**src/hdl/ssrg_pkg.sv**
```systemverilog
// Package for the sorted sample range grouper.
// Holds default sizes, the gap register format and the controller/datapath
// command and status structs. Depends on nothing.
package ssrg_pkg;

    localparam int SAMPLE_DEPTH_DEF = 32;
    localparam int SAMPLE_BITS_DEF  = 12;

    localparam int             GAP_BITS  = 12;
    localparam logic [11:0]    GAP_RESET = 12'd2;

    // Commands from the controller to the datapath.
    typedef struct packed {
        logic load;        // word accepted on the sample channel
        logic ins_rd;      // read the store entry below the insert slot
        logic ins_shift;   // move that entry up one slot
        logic ins_put;     // write the new sample into the insert slot
        logic walk_rd;     // read the next sorted entry
        logic walk_first;  // open the first range with the entry read
        logic walk_merge;  // add the entry read to the open range
        logic walk_split;  // emit the open range, open a new one
        logic emit_final;  // emit the last range of the set
    } t_cmd;

    // Status from the datapath to the controller.
    typedef struct packed {
        logic j_zero;
        logic rd_greater;
        logic full;
        logic last_flag;
        logic walk_done;
        logic walk_first;
        logic close;
        logic out_busy;
    } t_sts;

endpackage

```
**src/hdl/ssrg_in_if.sv**
```systemverilog
// Sample channel of the sorted sample range grouper.
// Carries valid, ready and one sample word; no dependencies.
interface ssrg_in_if #(
    parameter int SAMPLE_BITS = 12
);
    logic                   valid;
    logic                   ready;
    logic [SAMPLE_BITS-1:0] sample;
    logic                   last_sample;

    modport source (output valid, output sample, output last_sample, input ready);
    modport sink   (input valid, input sample, input last_sample, output ready);
endinterface

```
**src/hdl/ssrg_out_if.sv**
```systemverilog
// Range channel of the sorted sample range grouper.
// Carries valid, ready and one range word; no dependencies.
interface ssrg_out_if #(
    parameter int SAMPLE_BITS = 12,
    parameter int COUNT_BITS  = 6
);
    logic                   valid;
    logic                   ready;
    logic [SAMPLE_BITS-1:0] range_low;
    logic [SAMPLE_BITS-1:0] range_high;
    logic [COUNT_BITS-1:0]  sample_count;
    logic                   last_range;
    logic                   samples_dropped;

    modport source (output valid, output range_low, output range_high,
                    output sample_count, output last_range,
                    output samples_dropped, input ready);
    modport sink   (input valid, input range_low, input range_high,
                    input sample_count, input last_range,
                    input samples_dropped, output ready);
endinterface

```
**src/hdl/sorted_sample_range_grouper_top.sv**
```systemverilog
// Sorted sample range grouper: top level joining controller and datapath.
// Depends on ssrg_pkg, ssrg_in_if, ssrg_out_if, ssrg_ctrl and ssrg_datapath.
//
// Samples arrive one word at a time and are insertion-sorted into a single
// RAM as they come in: each stored sample larger than the new one is read,
// compared and moved up one slot before the new sample is written, paced by
// the read-compare-write loop on the store's one read port. A sample that
// finds the store full is dropped and flags the set. After the word marked
// last, the block walks the sorted store, closes the final range and emits
// one word per range, ascending, with the final one marked; the walk waits
// while a range word is held by the sink. The next set's first sample is
// taken as soon as the final range sits in the output register. The gap
// threshold is to be written by the user only at an idle time; the block
// itself does not enforce it. It resets to 2; there is no clearing pass
// after reset.
module sorted_sample_range_grouper_top #(
    parameter int SAMPLE_DEPTH = ssrg_pkg::SAMPLE_DEPTH_DEF,
    parameter int SAMPLE_BITS  = ssrg_pkg::SAMPLE_BITS_DEF
) (
    input  logic                          i_clk,
    input  logic                          i_rst_n,
    ssrg_in_if.sink                       i_samples,
    ssrg_out_if.source                    o_ranges,
    input  logic                          i_cfg_wr_en,
    input  logic [ssrg_pkg::GAP_BITS-1:0] i_cfg_wr_data
);
    import ssrg_pkg::*;

    t_cmd cmd;
    t_sts sts;

    ssrg_ctrl u_ctrl (
        .i_clk      (i_clk),
        .i_rst_n    (i_rst_n),
        .i_in_valid (i_samples.valid),
        .o_in_ready (i_samples.ready),
        .i_in_last  (i_samples.last_sample),
        .i_sts      (sts),
        .o_cmd      (cmd)
    );

    ssrg_datapath #(
        .SAMPLE_DEPTH (SAMPLE_DEPTH),
        .SAMPLE_BITS  (SAMPLE_BITS)
    ) u_datapath (
        .i_clk             (i_clk),
        .i_rst_n           (i_rst_n),
        .i_cmd             (cmd),
        .o_sts             (sts),
        .i_sample          (i_samples.sample),
        .i_last            (i_samples.last_sample),
        .i_cfg_wr_en       (i_cfg_wr_en),
        .i_cfg_wr_data     (i_cfg_wr_data),
        .o_valid           (o_ranges.valid),
        .i_ready           (o_ranges.ready),
        .o_range_low       (o_ranges.range_low),
        .o_range_high      (o_ranges.range_high),
        .o_sample_count    (o_ranges.sample_count),
        .o_last_range      (o_ranges.last_range),
        .o_samples_dropped (o_ranges.samples_dropped)
    );
endmodule

```
**src/hdl/ssrg_ram.sv**
```systemverilog
// Generic single-write, single-read RAM with registered read data.
// Used for the sample store; no dependencies.
module ssrg_ram #(
    parameter int WIDTH = 12,
    parameter int DEPTH = 32,
    localparam int AW   = (DEPTH > 1) ? $clog2(DEPTH) : 1
) (
    input  logic             i_clk,
    input  logic             i_we,
    input  logic [AW-1:0]    i_waddr,
    input  logic [WIDTH-1:0] i_wdata,
    input  logic             i_re,
    input  logic [AW-1:0]    i_raddr,
    output logic [WIDTH-1:0] o_rdata
);
    logic [WIDTH-1:0] r_mem [DEPTH];
    logic [WIDTH-1:0] r_rdata;

    always_ff @(posedge i_clk) begin
        if (i_we) begin
            r_mem[i_waddr] <= i_wdata;
        end
        if (i_re) begin
            r_rdata <= r_mem[i_raddr];
        end
    end

    assign o_rdata = r_rdata;
endmodule

```
**src/hdl/ssrg_datapath.sv**
```systemverilog
// Datapath of the sorted sample range grouper: sample store, insert pointer,
// fill count, range walk registers, gap register and the output register.
// Depends on ssrg_pkg and ssrg_ram.
module ssrg_datapath #(
    parameter int SAMPLE_DEPTH = 32,
    parameter int SAMPLE_BITS  = 12,
    localparam int AW = $clog2(SAMPLE_DEPTH),
    localparam int CW = $clog2(SAMPLE_DEPTH + 1)
) (
    input  logic                         i_clk,
    input  logic                         i_rst_n,
    input  ssrg_pkg::t_cmd               i_cmd,
    output ssrg_pkg::t_sts               o_sts,
    input  logic [SAMPLE_BITS-1:0]       i_sample,
    input  logic                         i_last,
    input  logic                         i_cfg_wr_en,
    input  logic [ssrg_pkg::GAP_BITS-1:0] i_cfg_wr_data,
    output logic                         o_valid,
    input  logic                         i_ready,
    output logic [SAMPLE_BITS-1:0]       o_range_low,
    output logic [SAMPLE_BITS-1:0]       o_range_high,
    output logic [CW-1:0]                o_sample_count,
    output logic                         o_last_range,
    output logic                         o_samples_dropped
);
    import ssrg_pkg::*;

    localparam int GW = (SAMPLE_BITS > GAP_BITS) ? SAMPLE_BITS : GAP_BITS;

    logic [GAP_BITS-1:0]    r_gap;
    logic [CW-1:0]          r_fill;
    logic                   r_ovf;
    logic [CW-1:0]          r_idx;
    logic                   r_out_valid;
    logic [SAMPLE_BITS-1:0] r_sample;
    logic                   r_last;
    logic [AW-1:0]          r_j;
    logic [SAMPLE_BITS-1:0] r_lo;
    logic [SAMPLE_BITS-1:0] r_prev;
    logic [CW-1:0]          r_cnt;
    logic [SAMPLE_BITS-1:0] r_out_low;
    logic [SAMPLE_BITS-1:0] r_out_high;
    logic [CW-1:0]          r_out_cnt;
    logic                   r_out_last;
    logic                   r_out_drop;

    logic                   ram_we;
    logic                   ram_re;
    logic [AW-1:0]          ram_waddr;
    logic [AW-1:0]          ram_raddr;
    logic [SAMPLE_BITS-1:0] ram_wdata;
    logic [SAMPLE_BITS-1:0] ram_rdata;
    logic [SAMPLE_BITS-1:0] w_diff;
    logic                   w_emit;
    logic                   w_out_busy;

    assign ram_we    = i_cmd.ins_shift | i_cmd.ins_put;
    assign ram_waddr = r_j;
    assign ram_wdata = i_cmd.ins_shift ? ram_rdata : r_sample;
    assign ram_re    = i_cmd.ins_rd | i_cmd.walk_rd;
    assign ram_raddr = i_cmd.ins_rd ? (r_j - AW'(1)) : r_idx[AW-1:0];

    ssrg_ram #(
        .WIDTH (SAMPLE_BITS),
        .DEPTH (SAMPLE_DEPTH)
    ) u_store (
        .i_clk   (i_clk),
        .i_we    (ram_we),
        .i_waddr (ram_waddr),
        .i_wdata (ram_wdata),
        .i_re    (ram_re),
        .i_raddr (ram_raddr),
        .o_rdata (ram_rdata)
    );

    // The walk reads the store in ascending order, so the difference never wraps.
    assign w_diff     = ram_rdata - r_prev;
    assign w_emit     = i_cmd.walk_split | i_cmd.emit_final;
    assign w_out_busy = r_out_valid & ~i_ready;

    assign o_sts.j_zero     = (r_j == '0);
    assign o_sts.rd_greater = (ram_rdata > r_sample);
    assign o_sts.full       = (r_fill == CW'(SAMPLE_DEPTH));
    assign o_sts.last_flag  = r_last;
    assign o_sts.walk_done  = (r_idx == r_fill);
    assign o_sts.walk_first = (r_idx == '0);
    assign o_sts.close      = (GW'(w_diff) >= GW'(r_gap));
    assign o_sts.out_busy   = w_out_busy;

    always_ff @(posedge i_clk) begin
        if (!i_rst_n) begin
            r_gap       <= GAP_RESET;
            r_fill      <= '0;
            r_ovf       <= 1'b0;
            r_idx       <= '0;
            r_out_valid <= 1'b0;
        end else begin
            if (i_cfg_wr_en) begin
                r_gap <= i_cfg_wr_data;
            end
            if (i_cmd.load && o_sts.full) begin
                r_ovf <= 1'b1;
            end
            if (i_cmd.ins_put) begin
                r_fill <= r_fill + CW'(1);
            end
            if (i_cmd.walk_first || i_cmd.walk_merge || i_cmd.walk_split) begin
                r_idx <= r_idx + CW'(1);
            end
            if (i_cmd.emit_final) begin
                r_fill <= '0;
                r_ovf  <= 1'b0;
                r_idx  <= '0;
            end
            if (w_emit) begin
                r_out_valid <= 1'b1;
            end else if (i_ready) begin
                r_out_valid <= 1'b0;
            end
        end
    end

    always_ff @(posedge i_clk) begin
        if (i_cmd.load) begin
            r_sample <= i_sample;
            r_last   <= i_last;
            r_j      <= r_fill[AW-1:0];
        end
        if (i_cmd.ins_shift) begin
            r_j <= r_j - AW'(1);
        end
        if (i_cmd.walk_first || i_cmd.walk_split) begin
            r_lo   <= ram_rdata;
            r_prev <= ram_rdata;
            r_cnt  <= CW'(1);
        end
        if (i_cmd.walk_merge) begin
            r_prev <= ram_rdata;
            r_cnt  <= r_cnt + CW'(1);
        end
        if (w_emit) begin
            r_out_low  <= r_lo;
            r_out_high <= r_prev;
            r_out_cnt  <= r_cnt;
            r_out_last <= i_cmd.emit_final;
            r_out_drop <= r_ovf;
        end
    end

    assign o_valid           = r_out_valid;
    assign o_range_low       = r_out_low;
    assign o_range_high      = r_out_high;
    assign o_sample_count    = r_out_cnt;
    assign o_last_range      = r_out_last;
    assign o_samples_dropped = r_out_drop;
endmodule

```
**src/hdl/ssrg_ctrl.sv**
```systemverilog
// Controller of the sorted sample range grouper: sequences loading with
// insertion into the store, the range walk and the final range.
// Depends on ssrg_pkg.
module ssrg_ctrl (
    input  logic           i_clk,
    input  logic           i_rst_n,
    input  logic           i_in_valid,
    output logic           o_in_ready,
    input  logic           i_in_last,
    input  ssrg_pkg::t_sts i_sts,
    output ssrg_pkg::t_cmd o_cmd
);
    import ssrg_pkg::*;

    typedef enum logic [2:0] {
        S_LOAD,
        S_INS_RD,
        S_INS_CMP,
        S_WALK_RD,
        S_WALK_CMP,
        S_FINAL
    } t_state;

    t_state r_state;
    t_state n_state;

    assign o_in_ready = (r_state == S_LOAD);

    always_comb begin
        o_cmd   = '0;
        n_state = r_state;
        case (r_state)
            S_LOAD: begin
                if (i_in_valid) begin
                    o_cmd.load = 1'b1;
                    // A word that finds the store full is dropped, but it may still close the set.
                    if (!i_sts.full) begin
                        n_state = S_INS_RD;
                    end else if (i_in_last) begin
                        n_state = S_WALK_RD;
                    end
                end
            end
            S_INS_RD: begin
                if (i_sts.j_zero) begin
                    o_cmd.ins_put = 1'b1;
                    n_state = i_sts.last_flag ? S_WALK_RD : S_LOAD;
                end else begin
                    o_cmd.ins_rd = 1'b1;
                    n_state = S_INS_CMP;
                end
            end
            S_INS_CMP: begin
                if (i_sts.rd_greater) begin
                    o_cmd.ins_shift = 1'b1;
                    n_state = S_INS_RD;
                end else begin
                    o_cmd.ins_put = 1'b1;
                    n_state = i_sts.last_flag ? S_WALK_RD : S_LOAD;
                end
            end
            S_WALK_RD: begin
                if (i_sts.walk_done) begin
                    n_state = S_FINAL;
                end else begin
                    o_cmd.walk_rd = 1'b1;
                    n_state = S_WALK_CMP;
                end
            end
            S_WALK_CMP: begin
                if (i_sts.walk_first) begin
                    o_cmd.walk_first = 1'b1;
                    n_state = S_WALK_RD;
                end else if (!i_sts.close) begin
                    o_cmd.walk_merge = 1'b1;
                    n_state = S_WALK_RD;
                end else if (!i_sts.out_busy) begin
                    o_cmd.walk_split = 1'b1;
                    n_state = S_WALK_RD;
                end
            end
            S_FINAL: begin
                if (!i_sts.out_busy) begin
                    o_cmd.emit_final = 1'b1;
                    n_state = S_LOAD;
                end
            end
            default: begin
                n_state = S_LOAD;
            end
        endcase
    end

    always_ff @(posedge i_clk) begin
        if (!i_rst_n) begin
            r_state <= S_LOAD;
        end else begin
            r_state <= n_state;
        end
    end
endmodule

```
**src/flat_wrapper.sv**
```systemverilog
// flat-port wrapper written by rule: the top's interface ports become plain ports
module sorted_sample_range_grouper_top_flat import ssrg_pkg::*;
#(
    parameter int SAMPLE_DEPTH = ssrg_pkg::SAMPLE_DEPTH_DEF,
    parameter int SAMPLE_BITS  = ssrg_pkg::SAMPLE_BITS_DEF
)
  (i_clk, i_rst_n, i_cfg_wr_en, i_cfg_wr_data, i_samples_valid, i_samples_sample, i_samples_last_sample, i_samples_ready, o_ranges_valid, o_ranges_range_low, o_ranges_range_high, o_ranges_sample_count, o_ranges_last_range, o_ranges_samples_dropped, o_ranges_ready);
  ssrg_in_if #(.SAMPLE_BITS(SAMPLE_BITS)) i_samples_i ();
  ssrg_out_if #(.SAMPLE_BITS(SAMPLE_BITS)) o_ranges_i ();
  input  logic i_clk;
  input  logic i_rst_n;
  input  logic i_cfg_wr_en;
  input  logic [ssrg_pkg::GAP_BITS-1:0] i_cfg_wr_data;
  input wire logic [$bits(i_samples_i.valid)-1:0] i_samples_valid;
  input wire logic [$bits(i_samples_i.sample)-1:0] i_samples_sample;
  input wire logic [$bits(i_samples_i.last_sample)-1:0] i_samples_last_sample;
  output wire logic [$bits(i_samples_i.ready)-1:0] i_samples_ready;
  output wire logic [$bits(o_ranges_i.valid)-1:0] o_ranges_valid;
  output wire logic [$bits(o_ranges_i.range_low)-1:0] o_ranges_range_low;
  output wire logic [$bits(o_ranges_i.range_high)-1:0] o_ranges_range_high;
  output wire logic [$bits(o_ranges_i.sample_count)-1:0] o_ranges_sample_count;
  output wire logic [$bits(o_ranges_i.last_range)-1:0] o_ranges_last_range;
  output wire logic [$bits(o_ranges_i.samples_dropped)-1:0] o_ranges_samples_dropped;
  input wire logic [$bits(o_ranges_i.ready)-1:0] o_ranges_ready;
  assign i_samples_i.valid = i_samples_valid;
  assign i_samples_i.sample = i_samples_sample;
  assign i_samples_i.last_sample = i_samples_last_sample;
  assign i_samples_ready = i_samples_i.ready;
  assign o_ranges_valid = o_ranges_i.valid;
  assign o_ranges_range_low = o_ranges_i.range_low;
  assign o_ranges_range_high = o_ranges_i.range_high;
  assign o_ranges_sample_count = o_ranges_i.sample_count;
  assign o_ranges_last_range = o_ranges_i.last_range;
  assign o_ranges_samples_dropped = o_ranges_i.samples_dropped;
  assign o_ranges_i.ready = o_ranges_ready;
  sorted_sample_range_grouper_top #(.SAMPLE_DEPTH(SAMPLE_DEPTH), .SAMPLE_BITS(SAMPLE_BITS)) u_core (.i_clk(i_clk), .i_rst_n(i_rst_n), .i_samples(i_samples_i), .o_ranges(o_ranges_i), .i_cfg_wr_en(i_cfg_wr_en), .i_cfg_wr_data(i_cfg_wr_data));
endmodule
```
**config.mk**
```make
export PLATFORM = sky130hd
export DESIGN_NAME = sorted_sample_range_grouper_top_flat
export DESIGN_NICKNAME = d
export VERILOG_FILES = /design/src/hdl/ssrg_pkg.sv /design/src/hdl/ssrg_in_if.sv /design/src/hdl/ssrg_out_if.sv /design/src/hdl/sorted_sample_range_grouper_top.sv /design/src/hdl/ssrg_ram.sv /design/src/hdl/ssrg_datapath.sv /design/src/hdl/ssrg_ctrl.sv /design/src/flat_wrapper.sv
export SDC_FILE = /design/constraint.sdc
export NUM_CORES = 1
export LEC_CHECK = 0
export ABC_AREA = 0
export ABC_CLOCK_PERIOD_IN_PS = 5430
export BUFFER_PORTS_ARGS = -buffer_cell sky130_fd_sc_hd__buf_4
export CAP_MARGIN = 40
export CORE_UTILIZATION = 35
export DETAILED_ROUTE_END_ITERATION = 16
export PLACE_DENSITY_LB_ADDON = 0.15
export SYNTH_ARGS = -nofsm -noshare
export SYNTH_HDL_FRONTEND = slang
export SYNTH_HIERARCHICAL = 1
export SYNTH_SLANG_ARGS = --single-unit
```
**constraint.sdc**
```tcl
create_clock -name i_clk -period 5.43 [get_ports i_clk]
set_input_delay 1.086 -clock i_clk [delete_from_list [all_inputs] [get_ports i_clk]]
set_output_delay 1.086 -clock i_clk [all_outputs]
set_load 0.02 [all_outputs]
```
==> Implementation_results.wiki <==
{| class="wikitable"
! Metric !! Value
|-
| Setup TNS || 0 ns
|-
| CTS clock-pin slew for the worst setup and hold paths || 0.07 ns
|-
| Post-CTS setup buffer count || 0
|-
| Clock buffer depth || 3
|-
| GPL Wtd Cong || 0.7943
|-
| Routed wire length || 51.57 mm
|-
| Distinct cells, synth || 58
|-
| Hold violation total from the final report || 0
|-
| Post-cts repair resize count || 0
|-
| Post-synth EDFFs || about 480
|-
| Largest net degree at the start of global routing || 36
|-
| Worst relative slew slack || 0.4005
|-
| Hold WS || 0.4186 ns
|-
| Yosys reg bits || between 500 and 600
|-
| Reg2reg path depth || 16
|-
| DPL Wire Length || ~33 mm
|-
| Core footprint || 59240 µm²
|-
| Number of max-cap violations || 0
|-
| Synth Net Count || ~1.4k
|-
| Failing checks || design-rule violations
|-
| Number of cells produced by synthesis || 1345
|-
| GRT Overall Usage || 0.1710
|-
| Fraction of power consumed by the clock network || 0.342
|-
| Largest fanout on the critical path || 33
|-
| CP Launch Type || register
|-
| YS warnings || 6
|-
| Layout overhead on the synthesized area || 16.92%
|-
| Overflow left after global routing || 0
|-
| Number of top-level pins || 64
|-
| Max Clk Rate || 0.2222 GHz
|-
| First-pass GRT wire length || 75.95 mm
|-
| Nets || around 1.6k
|-
| Async set or reset register ratio after synthesis || 0
|-
| Worst VDD drop || 269.9 µV
|-
| Average vias per placed instance || 5.024
|-
| Outcome || complete, but fails checks
|-
| Number of input and output port buffers inserted || between 60 and 70
|-
| Final Instance Count excl. Fillers || approximately 2.3k
|-
| Number of buffers inserted during clock tree synthesis || 54
|-
| Actual slew at the worst max-slew pin || about 0.9 ns
|-
| Worst r2r src || u_core/u_datapath/u_store/o_rdata[0]
|-
| Starting density of the core || 0.3550
|-
| Clock Sinks || 505
|-
| Post-route worst setup slack || roughly 0.93 ns
|-
| Setup slack on the worst flop-to-flop path || 0.93 ns
|-
| First-pass iteration count of the detailed router || 11
|-
| Drc violations || 12
|-
| Detail-routed net length per standard cell || about 22 µm
|-
| Worst slack at placement || 0.9224 ns
|-
| Number of global-route vias before repair || between 10k and 15k
|-
| Sort of element at the end of the critical path || register
|-
| Hold path startpoint || u_core/u_datapath/r_lo[6]
|-
| Residual antenna-violating net count after detailed routing || 0
|-
| Required time worst endpoint || 5.67 ns
|-
| Arrival time of data at the critical path endpoint || 4.74 ns
|-
| Met1 usage in global routing || 0.2313
|-
| Initial detailed-routing violation count || ~740
|-
| GR Util met2 || 0.2845
|-
| Number of buffers added to fix hold violations after cts || 0
|-
| Power density of the placed cells || 436.6 nW/µm²
|-
| Sw Ratio || 0.2939
|-
| Die height || approximately 250 µm
|-
| Finished layout cell area || 24590 µm²
|-
| Commonest cells after routing, fill and taps aside || sky130_fd_sc_hd__edfxtp_1 (476), sky130_fd_sc_hd__mux2i_1 (204), sky130_fd_sc_hd__buf_4 (132)
|-
| Rows || 89
|-
| Static Leak || 8.452 nW
|-
| Htree depth || 2
|-
| Die boundary width || 247.1 µm
|-
| Mean area per synthesized cell || 15.64 µm²
|-
| Sequential share of the synthesized area || 0.7073
|-
| Final antenna diode count || 0
|-
| Flip-flop cell with the highest count after synthesis || sky130_fd_sc_hd__edfxtp_1
|-
| Period minus WS final || 4.500 ns
|-
| Internal Dissipation || 7.580 mW
|-
| Portion of total power attributed to sequential cells || 0.430
|-
| Hold path endpoint || u_core/u_datapath/o_range_low[6]
|-
| Placed cell count || 2195
|-
| Die area || 61070 µm²
|-
| Via count || 11.54k
|-
| Post-place instance area || 22810 µm²
|-
| RSZ-0062 raised after global routing || no
|-
| CP Class || reg2reg
|-
| Setup violation total in the final timing report || 0
|-
| Switching component of the power || 3.155 mW
|-
| Clock root cell || sky130_fd_sc_hd__clkbuf_16
|-
| Clock tree from TritonCTS || built
|-
| Share of total power in combinational logic || 0.228
|-
| Fraction of layout cells with a size suffix above 1 || 0.1739
|-
| Worst reg2reg endpoint || u_core/u_datapath/o_range_low[1]
|-
| Max-slew violation count || 0
|-
| GR Util met3 || 0.02540
|-
| Most common cell after layout, fill and taps aside || sky130_fd_sc_hd__edfxtp_1
|-
| Tcrit/Tclk final || 0.8288
|-
| Cell depth of the worst hold path || 0
|-
| Path type of the worst min-delay path || reg2reg
|-
| Most crowded layer after global routing || met2
|-
| Clock Skews || 0.03122 ns
|-
| Initial antenna violation count || 0
|-
| Clk_lat worst skew || between 0.6 and 0.7 ns
|-
| Total standard cell area after synthesis || 21030 µm²
|}
layer usage:
metal | routed length, µm | part of all wire
met1 | 22960 | 0.45
met2 | 25350 | 0.49
met3 | 2330 | 0.045
met4 | 938 | 0.018
met5 | 0 | 0
cell usage after synthesis, types with 3 or more instances:
cell type	instances	share of area
sky130_fd_sc_hd__a31oi_1	16	0.0048
sky130_fd_sc_hd__ha_1	42	0.025
sky130_fd_sc_hd__nand3b_1	7	0.0025
sky130_fd_sc_hd__nand2b_1	8	0.0024
sky130_fd_sc_hd__buf_2	17	0.0040
sky130_fd_sc_hd__buf_6	7	0.0037
sky130_fd_sc_hd__xor2_1	14	0.0058
sky130_fd_sc_hd__a211oi_1	3	0.0011
sky130_fd_sc_hd__mux2i_1	204	0.097
sky130_fd_sc_hd__nor3_1	19	0.0045
sky130_fd_sc_hd__buf_12	8	0.0076
sky130_fd_sc_hd__o21ai_0	16	0.0038
sky130_fd_sc_hd__o21a_1	4	0.0014
sky130_fd_sc_hd__dfxtp_1	29	0.028
sky130_fd_sc_hd__nand2_1	53	0.0095
sky130_fd_sc_hd__a21oi_1	52	0.012
sky130_fd_sc_hd__o21bai_1	3	0.0011
sky130_fd_sc_hd__a22oi_1	48	0.017
sky130_fd_sc_hd__a22o_1	24	0.010
sky130_fd_sc_hd__clkbuf_1	22	0.0039
sky130_fd_sc_hd__inv_1	46	0.0082
sky130_fd_sc_hd__xnor2_1	18	0.0075
sky130_fd_sc_hd__a21o_1	8	0.0029
sky130_fd_sc_hd__nor2_1	71	0.013
sky130_fd_sc_hd__nor2b_1	19	0.0057
sky130_fd_sc_hd__edfxtp_1	476	0.68
sky130_fd_sc_hd__nand3_1	30	0.0071
sky130_fd_sc_hd__buf_4	9	0.0032
sky130_fd_sc_hd__and2_1	7	0.0021
sky130_fd_sc_hd__or2_2	6	0.0018
sky130_fd_sc_hd__nand4_1	23	0.0068
worst max-delay path: stages (launching register included):
cell and delay [ns]:
sky130_fd_sc_hd__edfxtp_1 0.42, sky130_fd_sc_hd__inv_1 0.10, sky130_fd_sc_hd__ha_1 0.16, sky130_fd_sc_hd__inv_1 0.06, sky130_fd_sc_hd__fa_1 0.42, sky130_fd_sc_hd__a211oi_1 0.24, sky130_fd_sc_hd__o21bai_1 0.15, sky130_fd_sc_hd__a21oi_1 0.19
sky130_fd_sc_hd__xnor2_1 0.09, sky130_fd_sc_hd__ha_1 0.29, sky130_fd_sc_hd__nand4_1 0.10, sky130_fd_sc_hd__nor3_1 0.19, sky130_fd_sc_hd__a211oi_1 0.07, sky130_fd_sc_hd__o21ai_0 0.31, sky130_fd_sc_hd__nor2b_1 0.26, sky130_fd_sc_hd__nor3b_1 0.33
sky130_fd_sc_hd__or2_2 0.71
flip-flops by register name, indices dropped and copies added (netlist names):
name	count
u_core/u_datapath/o_sample_count	6
u_core/u_datapath/u_store/r_mem	384
u_core/u_datapath/r_prev	12
u_core/u_datapath/r_lo	12
u_core/u_ctrl/r_state	3
u_core/u_datapath/o_range_low	12
u_core/u_datapath/r_last	1
u_core/u_datapath/r_cnt	6
u_core/u_datapath/u_store/o_rdata	12
u_core/u_datapath/o_valid	1
u_core/u_datapath/r_idx	6
u_core/u_datapath/r_fill	6
u_core/u_datapath/r_j	5
u_core/u_datapath/o_samples_dropped	1
u_core/u_datapath/r_ovf	1
u_core/u_datapath/o_last_range	1
u_core/u_datapath/r_sample	12
u_core/u_datapath/o_range_high	12
u_core/u_datapath/r_gap	12
power by group through the flow:
| stage | Combinational [mW] | Clock [mW] | Sequential [mW] |
|---|---|---|---|
| CTS | 2.48 | 3.77 | 4.62 |
| finish | 2.44 | 3.67 | 4.62 |
| global placement | 2.44 | 0 | 4.70 |
| detailed placement | 2.47 | 0 | 4.70 |
| global route | 2.65 | 3.93 | 4.63 |
| floorplan | 1.62 | 0 | 4.67 |
cell type report:
class                      count  area, µm²
clock buffer                  72       1460
fill                        5447      34650
sequential                   505      14870
multi-input combinational    726       5552
inverter                      46      172.7
clock inverter                30      321.6
tap                          773      967.2
timing repair buffer         145       1241
kinds of logic after synthesis:
family,Yosys count,share of synthesized area
buf+inv,114,0.03278
compound gates,188,0.06170
mux,205,0.09763
xor+xnor,32,0.01333
fa+ha+maj,43,0.02594
flops,505,0.7073
simple gates,258,0.06134
metrics by stage:
stage	utilization	power, mW
finish	0.4151	10.73
global route	0.4151	11.20
CTS	0.4151	10.87
detailed placement	0.3850	7.177
global placement	0.3840	7.137
floorplan	-	6.289
worst max-delay path by stage:
stage,start,endpoint,slack (ns),cells after the start
3_3_place_gp,u_core/u_datapath/u_store/o_rdata[0],u_core/u_datapath/o_sample_count[4],0.97,16
3_5_place_dp,u_core/u_datapath/u_store/o_rdata[0],u_core/u_datapath/o_range_low[5],0.92,16
6_report,u_core/u_datapath/u_store/o_rdata[0],u_core/u_datapath/o_range_low[1],0.93,16
4_1_cts,u_core/u_datapath/u_store/o_rdata[0],u_core/u_datapath/o_range_high[2],0.88,16
5_1_grt,u_core/u_datapath/u_store/o_rdata[0],u_core/u_datapath/o_range_low[2],0.47,16
2_1_floorplan,u_core/u_datapath/u_store/o_rdata[1],u_core/u_datapath/r_idx[4],1.35,17
No activity file was read; power rests on OpenSTA's default activity.
